## config.mk

```make
export PLATFORM = sky130hd
export DESIGN_NAME = line_rasterizer
export DESIGN_NICKNAME = d
export VERILOG_FILES = /design/src/hw/rtl/lr_pkg.sv /design/src/hw/rtl/lr_divider.sv /design/src/hw/rtl/line_rasterizer.sv
export SDC_FILE = /design/constraint.sdc
export NUM_CORES = 1
export LEC_CHECK = 0
export BUFFER_PORTS_ARGS = -buffer_cell sky130_fd_sc_hd__buf_2
export CORE_ASPECT_RATIO = 1.2
export CORE_MARGIN = 2
export CORE_UTILIZATION = 55
export CTS_CLUSTER_DIAMETER = 60
export DETAILED_ROUTE_END_ITERATION = 10
export GPL_ROUTABILITY_DRIVEN = 0
export MAX_ROUTING_LAYER = met4
export PLACE_DENSITY = 0.72
export RECOVER_POWER = 25
export SLEW_MARGIN = 25
export SYNTH_ARGS = -nofsm -noshare
export SYNTH_HDL_FRONTEND = slang
export SYNTH_SLANG_ARGS = --single-unit
```

## constraint.sdc

```tcl
create_clock -name clk -period 6.8 [get_ports clk]
set_input_delay 1.36 -clock clk [delete_from_list [all_inputs] [get_ports clk]]
set_output_delay 1.36 -clock clk [all_outputs]
set_load 0.02 [all_outputs]
```

## src/hw/rtl/lr_pkg.sv

```systemverilog
// ----------------------------------------------------------------------------
// lr_pkg
// Shared types and constants of the line rasterizer: item structs, field
// widths, action and mode codes, intensity levels.
// ----------------------------------------------------------------------------
package lr_pkg;

	localparam int COORD_BITS = 10;
	localparam int PIX_BITS   = 11;
	localparam int LEVEL_BITS = 8;
	localparam int ERR_BITS   = 12;

	localparam logic ACT_START = 1'b0;
	localparam logic ACT_NEXT  = 1'b1;

	localparam logic MODE_BRES = 1'b0;
	localparam logic MODE_WU   = 1'b1;

	localparam logic [LEVEL_BITS-1:0] LEVEL_FULL = 8'd255;
	localparam logic [LEVEL_BITS-1:0] LEVEL_HALF = 8'd128;
	localparam logic [LEVEL_BITS-1:0] LEVEL_NONE = 8'd0;

	typedef struct packed {
		logic                  action;
		logic [COORD_BITS-1:0] x_start;
		logic [COORD_BITS-1:0] y_start;
		logic [COORD_BITS-1:0] x_end;
		logic [COORD_BITS-1:0] y_end;
	} in_item_t;

	typedef struct packed {
		logic [PIX_BITS-1:0]   pixel_x;
		logic [PIX_BITS-1:0]   pixel_y;
		logic [LEVEL_BITS-1:0] intensity;
		logic                  valid_res;
		logic                  last;
	} out_item_t;

endpackage

```

## src/hw/rtl/lr_divider.sv

```systemverilog
// ----------------------------------------------------------------------------
// lr_divider
// Restoring divider, one quotient bit per cycle. Computes
// floor(dividend * 2^(QUO_BITS-1) / divisor) for dividend <= divisor.
// ----------------------------------------------------------------------------
module lr_divider
	import lr_pkg::*;
#(
	parameter int QUO_BITS = 17
) (
	input  logic                  clk,
	input  logic                  arst_n,
	input  logic                  start,
	input  logic [COORD_BITS-1:0] dividend,
	input  logic [COORD_BITS-1:0] divisor,
	output logic                  done,
	output logic [QUO_BITS-1:0]   quotient
);

	localparam int CW = $clog2(QUO_BITS);

	logic                  busy_q;
	logic                  done_q;
	logic [CW-1:0]         cnt_q;
	logic [COORD_BITS:0]   rem_q;
	logic [COORD_BITS-1:0] dvs_q;
	logic [QUO_BITS-1:0]   quo_q;

	logic                  ge;
	logic [COORD_BITS:0]   diff;

	// remainder stays below twice the divisor, so one compare per bit
	assign ge   = rem_q >= {1'b0, dvs_q};
	assign diff = ge ? (rem_q - {1'b0, dvs_q}) : rem_q;

	always_ff @(posedge clk or negedge arst_n) begin
		if (!arst_n) begin
			busy_q <= 1'b0;
			done_q <= 1'b0;
			cnt_q  <= '0;
		end else begin
			done_q <= 1'b0;
			if (start) begin
				busy_q <= 1'b1;
				cnt_q  <= CW'(QUO_BITS - 1);
			end else if (busy_q) begin
				if (cnt_q == '0) begin
					busy_q <= 1'b0;
					done_q <= 1'b1;
				end else begin
					cnt_q <= cnt_q - CW'(1);
				end
			end
		end
	end

	always_ff @(posedge clk) begin
		if (start) begin
			rem_q <= {1'b0, dividend};
			dvs_q <= divisor;
			quo_q <= '0;
		end else if (busy_q) begin
			rem_q <= {diff[COORD_BITS-1:0], 1'b0};
			quo_q <= {quo_q[QUO_BITS-2:0], ge};
		end
	end

	assign done     = done_q;
	assign quotient = quo_q;

	a_start_idle: assert property (@(posedge clk) disable iff (!arst_n)
		start |-> !busy_q)
		else $error("divider started while busy");

	a_done_pulse: assert property (@(posedge clk) disable iff (!arst_n)
		done_q |=> !done_q)
		else $error("divider done held longer than one cycle");

	a_rem_bound: assert property (@(posedge clk) disable iff (!arst_n)
		busy_q |-> (rem_q < {dvs_q, 1'b0}))
		else $error("divider remainder out of range");

endmodule

```

## src/hw/rtl/line_rasterizer.sv

```systemverilog
// ----------------------------------------------------------------------------
// line_rasterizer
// Pull-driven line rasterizer: Bresenham or Xiaolin Wu anti-aliased lines.
//
// A start item (action 0) loads two endpoints and returns the first pixel;
// each next item (action 1) returns one more pixel, with the last flag on the
// final one, and a next item outside a line returns an all-zero result.
// algorithm_mode picks Bresenham (0) or Wu (1) and is sampled at each start.
// Next items and Bresenham starts go straight to the output register, so with
// the result taken at once a new item is accepted every cycle. A Wu start
// computes the gradient on the restoring divider, one quotient bit per cycle,
// and the input stalls until the first pixel is registered; a single-point line
// (zero length along the major axis) skips the division.
// ----------------------------------------------------------------------------
module line_rasterizer
	import lr_pkg::*;
#(
	parameter int FRAC_BITS = 16
) (
	input  logic      clk,
	input  logic      arst_n,
	input  logic      in_valid,
	output logic      in_stall,
	input  in_item_t  in_item,
	output logic      out_valid,
	input  logic      out_stall,
	output out_item_t out_item,
	input  logic      cfg_valid,
	output logic      cfg_ready,
	input  logic      cfg_data
);

	localparam int QUO_BITS = FRAC_BITS + 1;
	localparam int GW       = FRAC_BITS + 2;
	localparam int IW       = PIX_BITS + FRAC_BITS + 1;
	localparam int MW       = FRAC_BITS + 9;

	localparam logic [1:0] S_IDLE = 2'd0;
	localparam logic [1:0] S_DIV  = 2'd1;
	localparam logic [1:0] S_OUT  = 2'd2;

	localparam logic [2:0] PH_IDLE     = 3'd0;
	localparam logic [2:0] PH_START_HI = 3'd1;
	localparam logic [2:0] PH_END_LO   = 3'd2;
	localparam logic [2:0] PH_END_HI   = 3'd3;
	localparam logic [2:0] PH_MID_LO   = 3'd4;
	localparam logic [2:0] PH_MID_HI   = 3'd5;

	localparam logic signed [GW-1:0] GRAD_ONE = GW'(1) << FRAC_BITS;
	localparam logic [MW-1:0]        LVL_RND  = MW'(1) << (FRAC_BITS - 1);

	// control
	logic [1:0] state_q;
	logic       algorithm_mode_q;
	logic       line_mode_q;
	logic       line_active_q;
	logic [2:0] wu_phase_q;

	// line state
	logic [PIX_BITS-1:0]        cursor_x_q, cursor_y_q, target_x_q, target_y_q;
	logic signed [ERR_BITS-1:0] err_q;
	logic [COORD_BITS-1:0]      mag_dx_q, mag_dy_q;
	logic [1:0]                 step_signs_q;
	logic                       steep_q;
	logic                       dy_neg_q;
	logic                       dx_zero_q;
	logic signed [GW-1:0]       gradient_q;
	logic signed [IW-1:0]       intercept_q;
	out_item_t                  out_q;

	logic acc, is_start, start_wu, next_ok, out_take, div_fin;

	// endpoint setup
	logic [COORD_BITS-1:0] adx, ady;
	logic                  w_steep, w_swap, w_neg;
	logic [COORD_BITS-1:0] a_u1, a_v1, a_u2, a_v2;
	logic [COORD_BITS-1:0] u1, v1, u2, v2, wdx, wady;

	// divider
	logic                div_start, div_done;
	logic [QUO_BITS-1:0] div_q;
	logic signed [GW-1:0] grad_new, grad_q_ext;
	logic signed [IW-1:0] icpt_new;

	// Bresenham step
	logic signed [ERR_BITS:0] e2, dx_ext, dy_ext, err_sum;
	logic                     cx, cy, bres_done, bres_single;
	logic [PIX_BITS-1:0]      bx, by;

	// Wu step
	logic [IW-1:0]         iy;
	logic [PIX_BITS-1:0]   fl;
	logic [FRAC_BITS-1:0]  fr;
	logic [FRAC_BITS:0]    weight;
	logic [MW-1:0]         lvl_sum;
	logic [LEVEL_BITS-1:0] lvl;
	logic                  done_end, done_mid;
	logic [PIX_BITS-1:0]   pu, pv;
	logic [LEVEL_BITS-1:0] plvl;
	logic                  plast;

	out_item_t res, wu_first;

	// ---------------- handshakes
	assign out_take  = (state_q == S_OUT) && !out_stall;
	assign in_stall  = !((state_q == S_IDLE) || out_take);
	assign acc       = in_valid && !in_stall;
	assign out_valid = (state_q == S_OUT);
	assign out_item  = out_q;
	assign cfg_ready = 1'b1;

	assign is_start = (in_item.action == ACT_START);
	assign start_wu = is_start && (algorithm_mode_q == MODE_WU);
	assign next_ok  = acc && (in_item.action == ACT_NEXT) && line_active_q;

	// ---------------- endpoint setup
	assign adx = (in_item.x_end >= in_item.x_start) ? (in_item.x_end - in_item.x_start)
		: (in_item.x_start - in_item.x_end);
	assign ady = (in_item.y_end >= in_item.y_start) ? (in_item.y_end - in_item.y_start)
		: (in_item.y_start - in_item.y_end);

	assign w_steep = ady > adx;
	assign a_u1 = w_steep ? in_item.y_start : in_item.x_start;
	assign a_v1 = w_steep ? in_item.x_start : in_item.y_start;
	assign a_u2 = w_steep ? in_item.y_end   : in_item.x_end;
	assign a_v2 = w_steep ? in_item.x_end   : in_item.y_end;
	assign w_swap = a_u1 > a_u2;
	assign u1 = w_swap ? a_u2 : a_u1;
	assign v1 = w_swap ? a_v2 : a_v1;
	assign u2 = w_swap ? a_u1 : a_u2;
	assign v2 = w_swap ? a_v1 : a_v2;
	assign wdx  = u2 - u1;
	assign w_neg = v2 < v1;
	assign wady = w_neg ? (v1 - v2) : (v2 - v1);

	assign bres_single = (in_item.x_start == in_item.x_end)
		&& (in_item.y_start == in_item.y_end);

	// ---------------- gradient
	assign div_start = acc && start_wu && (wdx != '0);
	assign div_fin   = (state_q == S_DIV) && (dx_zero_q || div_done);

	lr_divider #(
		.QUO_BITS(QUO_BITS)
	) u_div (
		.clk      (clk),
		.arst_n   (arst_n),
		.start    (div_start),
		.dividend (wady),
		.divisor  (wdx),
		.done     (div_done),
		.quotient (div_q)
	);

	assign grad_q_ext = $signed({1'b0, div_q});
	assign grad_new   = dx_zero_q ? GRAD_ONE : (dy_neg_q ? -grad_q_ext : grad_q_ext);
	assign icpt_new   = $signed({1'b0, cursor_y_q, {FRAC_BITS{1'b0}}})
		+ $signed({{(IW-GW){grad_new[GW-1]}}, grad_new});

	always_comb begin
		wu_first           = '0;
		wu_first.pixel_x   = steep_q ? cursor_y_q : cursor_x_q;
		wu_first.pixel_y   = steep_q ? cursor_x_q : cursor_y_q;
		wu_first.intensity = LEVEL_HALF;
		wu_first.valid_res = 1'b1;
	end

	// ---------------- Bresenham step
	assign e2      = {err_q, 1'b0};
	assign dx_ext  = $signed({{(ERR_BITS+1-COORD_BITS){1'b0}}, mag_dx_q});
	assign dy_ext  = $signed({{(ERR_BITS+1-COORD_BITS){1'b0}}, mag_dy_q});
	assign cx      = e2 >= -dy_ext;
	assign cy      = e2 <= dx_ext;
	assign err_sum = {err_q[ERR_BITS-1], err_q} - (cx ? dy_ext : '0) + (cy ? dx_ext : '0);
	assign bx = !cx ? cursor_x_q
		: (step_signs_q[0] ? cursor_x_q - PIX_BITS'(1) : cursor_x_q + PIX_BITS'(1));
	assign by = !cy ? cursor_y_q
		: (step_signs_q[1] ? cursor_y_q - PIX_BITS'(1) : cursor_y_q + PIX_BITS'(1));
	assign bres_done = (bx == target_x_q) && (by == target_y_q);

	// ---------------- Wu step
	assign iy = intercept_q[IW-1] ? '0 : intercept_q;
	assign fl = iy[FRAC_BITS +: PIX_BITS];
	assign fr = iy[FRAC_BITS-1:0];
	assign weight = (wu_phase_q == PH_MID_HI) ? {1'b0, fr}
		: ({1'b1, {FRAC_BITS{1'b0}}} - {1'b0, fr});
	// 255 * w rounded, as (w << 8) - w
	assign lvl_sum = {weight, 8'b0} - {8'b0, weight} + LVL_RND;
	assign lvl = lvl_sum[FRAC_BITS+8] ? LEVEL_FULL : lvl_sum[FRAC_BITS +: LEVEL_BITS];

	assign done_end = {1'b0, target_x_q} < ({1'b0, cursor_x_q} + (PIX_BITS+1)'(2));
	assign done_mid = ({1'b0, cursor_x_q} + (PIX_BITS+1)'(1)) >= {1'b0, target_x_q};

	always_comb begin
		pu    = cursor_x_q;
		pv    = fl;
		plvl  = lvl;
		plast = 1'b0;
		case (wu_phase_q)
			PH_START_HI: begin
				pv   = cursor_y_q + PIX_BITS'(1);
				plvl = LEVEL_NONE;
			end
			PH_END_LO: begin
				pu   = target_x_q;
				pv   = target_y_q;
				plvl = LEVEL_HALF;
			end
			PH_END_HI: begin
				pu    = target_x_q;
				pv    = target_y_q + PIX_BITS'(1);
				plvl  = LEVEL_NONE;
				plast = done_end;
			end
			PH_MID_HI: begin
				pv    = fl + PIX_BITS'(1);
				plast = done_mid;
			end
			default: begin
			end
		endcase
	end

	// ---------------- result of an accepted item
	always_comb begin
		res = '0;
		if (is_start) begin
			res.pixel_x   = {1'b0, in_item.x_start};
			res.pixel_y   = {1'b0, in_item.y_start};
			res.intensity = LEVEL_FULL;
			res.valid_res = 1'b1;
			res.last      = bres_single;
		end else if (!line_active_q) begin
			res = '0;
		end else if (line_mode_q == MODE_BRES) begin
			res.pixel_x   = bx;
			res.pixel_y   = by;
			res.intensity = LEVEL_FULL;
			res.valid_res = 1'b1;
			res.last      = bres_done;
		end else begin
			res.pixel_x   = steep_q ? pv : pu;
			res.pixel_y   = steep_q ? pu : pv;
			res.intensity = plvl;
			res.valid_res = 1'b1;
			res.last      = plast;
		end
	end

	// ---------------- control
	always_ff @(posedge clk or negedge arst_n) begin
		if (!arst_n) begin
			state_q          <= S_IDLE;
			algorithm_mode_q <= MODE_BRES;
			line_mode_q      <= MODE_BRES;
			line_active_q    <= 1'b0;
			wu_phase_q       <= PH_IDLE;
		end else begin
			if (cfg_valid && cfg_ready) begin
				algorithm_mode_q <= cfg_data;
			end

			case (state_q)
				S_IDLE, S_OUT: begin
					if (acc) begin
						state_q <= start_wu ? S_DIV : S_OUT;
					end else if (out_take) begin
						state_q <= S_IDLE;
					end
				end
				S_DIV: begin
					if (div_fin) begin
						state_q <= S_OUT;
					end
				end
				default: state_q <= S_IDLE;
			endcase

			if (acc && is_start) begin
				line_mode_q <= algorithm_mode_q;
				if (algorithm_mode_q == MODE_WU) begin
					line_active_q <= 1'b1;
					wu_phase_q    <= PH_START_HI;
				end else begin
					line_active_q <= !bres_single;
				end
			end else if (next_ok) begin
				if (line_mode_q == MODE_BRES) begin
					if (bres_done) begin
						line_active_q <= 1'b0;
					end
				end else begin
					case (wu_phase_q)
						PH_START_HI: wu_phase_q <= PH_END_LO;
						PH_END_LO:   wu_phase_q <= PH_END_HI;
						PH_END_HI: begin
							wu_phase_q <= PH_MID_LO;
							if (done_end) begin
								line_active_q <= 1'b0;
							end
						end
						PH_MID_HI: begin
							wu_phase_q <= PH_MID_LO;
							if (done_mid) begin
								line_active_q <= 1'b0;
							end
						end
						default: wu_phase_q <= PH_MID_HI;
					endcase
				end
			end
		end
	end

	// ---------------- datapath
	always_ff @(posedge clk) begin
		if (acc && is_start) begin
			if (algorithm_mode_q == MODE_WU) begin
				cursor_x_q <= {1'b0, u1};
				cursor_y_q <= {1'b0, v1};
				target_x_q <= {1'b0, u2};
				target_y_q <= {1'b0, v2};
				steep_q    <= w_steep;
				dy_neg_q   <= w_neg;
				dx_zero_q  <= (wdx == '0);
			end else begin
				cursor_x_q   <= {1'b0, in_item.x_start};
				cursor_y_q   <= {1'b0, in_item.y_start};
				target_x_q   <= {1'b0, in_item.x_end};
				target_y_q   <= {1'b0, in_item.y_end};
				mag_dx_q     <= adx;
				mag_dy_q     <= ady;
				step_signs_q <= {!(in_item.y_start < in_item.y_end),
					!(in_item.x_start < in_item.x_end)};
				err_q        <= $signed({2'b0, adx}) - $signed({2'b0, ady});
				steep_q      <= 1'b0;
			end
		end else if (next_ok) begin
			if (line_mode_q == MODE_BRES) begin
				cursor_x_q <= bx;
				cursor_y_q <= by;
				err_q      <= err_sum[ERR_BITS-1:0];
			end else if (wu_phase_q == PH_END_HI) begin
				cursor_x_q <= cursor_x_q + PIX_BITS'(1);
			end else if (wu_phase_q == PH_MID_HI) begin
				cursor_x_q  <= cursor_x_q + PIX_BITS'(1);
				intercept_q <= intercept_q + $signed({{(IW-GW){gradient_q[GW-1]}}, gradient_q});
			end
		end

		if (div_fin) begin
			gradient_q  <= grad_new;
			intercept_q <= icpt_new;
		end

		if (acc && !start_wu) begin
			out_q <= res;
		end else if (div_fin) begin
			out_q <= wu_first;
		end
	end

	a_div_only_wu: assert property (@(posedge clk) disable iff (!arst_n)
		(state_q == S_DIV) |-> (line_mode_q == MODE_WU && line_active_q))
		else $error("gradient division outside a Wu line");

	a_last_ends: assert property (@(posedge clk) disable iff (!arst_n)
		(out_valid && out_q.last) |-> !line_active_q)
		else $error("line still active after its last pixel");

	a_div_exit: assert property (@(posedge clk) disable iff (!arst_n)
		div_fin |=> (out_valid && out_q.valid_res && !out_q.last))
		else $error("Wu start did not present its first pixel");

	a_wu_phase: assert property (@(posedge clk) disable iff (!arst_n)
		(line_active_q && line_mode_q == MODE_WU)
			|-> (wu_phase_q >= PH_START_HI && wu_phase_q <= PH_MID_HI))
		else $error("Wu phase out of range on an active line");

endmodule
```

==> flow_metrics.py <==
metrics = {
    "status": {
        "status": "complete, but fails checks",
        "violations": "capacitance limit, slew limit, setup timing",
    },
    "sta": {
        "clock-skew-final_ns": 0.0154,
        "rsz0062_at_grt": "yes",
        "maxSlewViolCount": 66,
        "min_period_ns": 9.50,
        "worst_pin_slew_ns": 3.24,
        "setup_viol": 106,
        "holdWs_ns": 0.489,
        "slew_headroom_pct": -116,
        "max_freq_mhz": 105,
        "timing.final.hold_violations": 0,
        "timing.final.ws_setup_ns": -2.70,
        "fin_crit_sh_pct": 140,
    },
    "synth": {
        "synth_largest_area_cell": "edfxtp_1",
        "yosysUniqueCellTypes": 88,
        "syn_inst": 2794,
        "yosysTopAreaCellShare_pct": 23.5,
        "yosys_warnings": 0,
        "synth_flop_cell": "edfxtp_1",
        "ys_seq_area_share_pct": 26.8,
        "ys_seq_elements": 210,
        "synthesis.nets": 3078,
        "synth.area.top_cells": "edfxtp_1 (24%), ha_1 (12%), a21oi_1 (4.9%)",
        "synth_edf_count": 177,
        "synthesis.area_um2": 22600,
        "ys_async_sr_fraction_pct": 7.14,
        "avgSynthCellArea_um2": 8.08,
    },
    "cells_and_area": {
        "multi_input_area_um2": 16100,
        "drive_gt1_share_pct": 24.3,
        "regArea_um2": 6050,
        "nets": 3479,
        "fin_cells": 3759,
        "final_area_um2": 28800,
        "filler_cell_count": 3006,
        "syn2layout_area_growth_pct": 27.4,
    },
    "clock_tree": {
        "cts.sinks": 210,
        "cts_root_buf": "clkbuf_16",
        "clk-insertion-delay-late_ns": 0.58,
        "numCtsBuffers": 27,
        "clockBufferDepth": 3,
        "cts_tree": "yes",
        "htreeDepth": 1,
        "ctsHoldBuffers": 0,
        "clk_pin_slew_ns": 0.06,
    },
    "setup_path": {
        "path_class": "input pin to flop",
        "cp_max_fo": 8,
        "startpoint_type": "input pin",
        "critPathArrivalTime_ns": 9.92,
        "startpoint": "in_item[10]",
        "worst-r2r-cell-count": 26,
        "r2r-end": "err_q[11]$_DFFE_PP_",
        "crit_top_cell": "a21o_1",
        "slowest_stage": "fa_2",
        "cp_data_required_time_ns": 7.22,
        "slowest_delay_ns": 0.39,
        "end_kind": "flop",
        "crit_path_end": "u_div.rem_q[9]$_DFFE_PP_",
        "ff2ff_setup_slack_ns": 0.61,
        "r2r_start": "mag_dy_q[3]$_DFFE_PP_",
    },
    "routing": {
        "ant_nets": 0,
        "drc": 0,
        "wl_mm": 85.6,
        "viasPerCell": 6.45,
        "vias": 24242,
        "wl_per_cell_um": 22.8,
        "drt_pass1_iterations": 7,
        "drt_iter0_drc": 3047,
    },
    "floorplan": {
        "rows": 81,
        "die_w_um": 189,
        "die_h_um": 226,
        "start_util_pct": 55.6,
        "dieArea_um2": 42700,
        "core-area_um2": 40600,
        "ioPinCount": 82,
    },
    "global_route": {
        "grt_max_degree": 66,
        "grt_antenna_before_repair": 3,
        "track_usage_pct": 39.7,
        "overflow": 0,
        "grt_pass1_vias": 23627,
        "grt_pass1_wl_mm": 128,
    },
    "hold_path": {
        "hold_path_depth": 2,
        "hold_class": "flop to flop",
    },
    "placement": {
        "dp_hpwl_mm": 62.5,
        "placedCellCount": 3627,
        "place_area_um2": 26100,
        "port_buffers": 80,
    },
    "flow_run": {
        "cap_violations": 1,
    },
}
==> final cells by class <==
| class | count | share of cell area, % |
|---|---|---|
| multi-input combinational | 2206 | 56.0 |
| sequential | 210 | 21.0 |
| timing repair buffer | 520 | 14.2 |
| inverter | 230 | 3.07 |
| clock buffer | 34 | 2.76 |
| tap | 539 | 2.34 |
| clock inverter | 16 | 0.513 |
| antenna | 4 | 0.0348 |
==> per-layer routing <==
layer / global-route usage, % / share of wire (%) / vias up
met1: 43.3 / 34 / 11263
met3: 6.87 / 9.8 / 582
met5: - / 0 / -
met4: 31.2 / 9.7 / 0
met2: 64.1 / 46 / 1604
li1: - / - / 10793
==> synthesized netlist by cell type (8+ instances only) <==
| cell type | count |
|---|---|
| nand2_1 | 266 |
| nor2_1 | 248 |
| inv_1 | 228 |
| a21oi_1 | 223 |
| o21ai_0 | 218 |
| ha_1 | 217 |
| edfxtp_1 | 177 |
| xnor2_1 | 116 |
| clkbuf_1 | 114 |
| mux2i_1 | 97 |
| xor2_1 | 79 |
| nand3_1 | 61 |
| a21o_1 | 51 |
| a211oi_1 | 47 |
| nand2b_1 | 45 |
| o21a_1 | 45 |
| nor2b_1 | 40 |
| o211ai_1 | 35 |
| nor3_1 | 32 |
| and2_1 | 29 |
| a22oi_1 | 24 |
| buf_1 | 24 |
| nor4_1 | 23 |
| o21bai_1 | 23 |
| a31oi_1 | 21 |
| fa_1 | 20 |
| nand4_1 | 19 |
| o31ai_1 | 19 |
| dfxtp_1 | 18 |
| o22ai_1 | 17 |
| and3_1 | 15 |
| dfrtp_1 | 15 |
| mux2_2 | 12 |
| or2_2 | 11 |
| o211a_1 | 10 |
| buf_2 | 9 |
| or3_1 | 9 |
| a21boi_0 | 8 |
| nor3b_1 | 8 |
| o221ai_1 | 8 |
==> through the flow <==
stage                     util [%]  TNS (ns)  setup slack (ns)
after floorplan                  -   -230.16             -3.23
after global placement        64.1   -243.53             -3.10
after detailed placement      64.1   -263.96             -3.37
after CTS                     69.7   -126.10             -2.24
after global routing          70.8   -197.21             -3.05
final                         70.8   -168.11             -2.70
==> sequential cells by signal, summed over array words and instances, names as in the netlist, 3 cells and up <==
| signal | cells |
|---|---|
| cursor_x_q | 11 |
| cursor_y_q | 11 |
| err_q | 12 |
| gradient_q | 18 |
| intercept_q | 28 |
| mag_dx_q | 10 |
| mag_dy_q | 10 |
| out_item | 32 |
| target_x_q | 10 |
| target_y_q | 10 |
| u_div.cnt_q | 5 |
| u_div.dvs_q | 10 |
| u_div.quotient | 17 |
| u_div.rem_q | 11 |
| wu_phase_q | 3 |
==> critical path, delay by kind of cell <==
kind	cells	cell delay (ns)
AO/OA/AOI/OAI	22	3.78
XOR/XNOR	1	0.27
adder cells (fa/ha/maj)	6	1.69
buffers and inverters	8	0.93
multiplexers	3	0.65
AND/OR/NAND/NOR	9	1.21
==> what timing repair did <==
action	in CTS	in global routing
resized for setup	205	78
gates cloned	4	2
pin swaps	107	29
setup buffers	70	26
setup endpoints to repair	106	106
==> cell usage in the layout (no fill, tap or decap), drive strengths merged, types with 10 or more instances in the layout <==
master / instances
buf: 516
nand2: 268
nor2: 248
inv: 238
a21oi: 225
o21ai: 221
ha: 217
edfxtp: 177
xnor2: 116
mux2i: 98
xor2: 79
nand3: 61
a21o: 51
a211oi: 47
o21a: 45
nand2b: 45
nor2b: 40
clkbuf: 37
o211ai: 36
nor3: 32
and2: 31
a22oi: 24
nor4: 24
o21bai: 24
a31oi: 21
fa: 20
nand4: 19
o31ai: 19
dfxtp: 18
o22ai: 17
and3: 15
dfrtp: 15
mux2: 14
or2: 13
o211a: 10
or3: 10
==> how the worst min path moves through the flow <==
stage / from / end
6_report: u_div.rem_q[10]$_SDFFE_PN0P_ / u_div.rem_q[10]$_SDFFE_PN0P_
2_1_floorplan: u_div.done$_DFF_PN0_ / state_q[0]$_DFFE_PN0P_
4_1_cts: u_div.rem_q[10]$_SDFFE_PN0P_ / u_div.rem_q[10]$_SDFFE_PN0P_
3_5_place_dp: u_div.rem_q[10]$_SDFFE_PN0P_ / u_div.rem_q[10]$_SDFFE_PN0P_
3_3_place_gp: u_div.rem_q[10]$_SDFFE_PN0P_ / u_div.rem_q[10]$_SDFFE_PN0P_
5_1_grt: u_div.rem_q[10]$_SDFFE_PN0P_ / u_div.rem_q[10]$_SDFFE_PN0P_
==> logic make-up after synthesis <==
family	count (synthesis)	share of synthesized area (%)
buffers and inverters	381	6.48
adders and majority gates	238	13.8
muxes	112	5.11
other	1	0.0166
DFF	210	26.8
and+or+nand+nor	838	17.4
xor gates and xnor gates	195	7.56
AOI/OAI and AO/OA	819	22.8
Power is left out: the tool's default activity adds up to more than one toggle a clock period on the data nets, which glitch-free logic cannot reach.
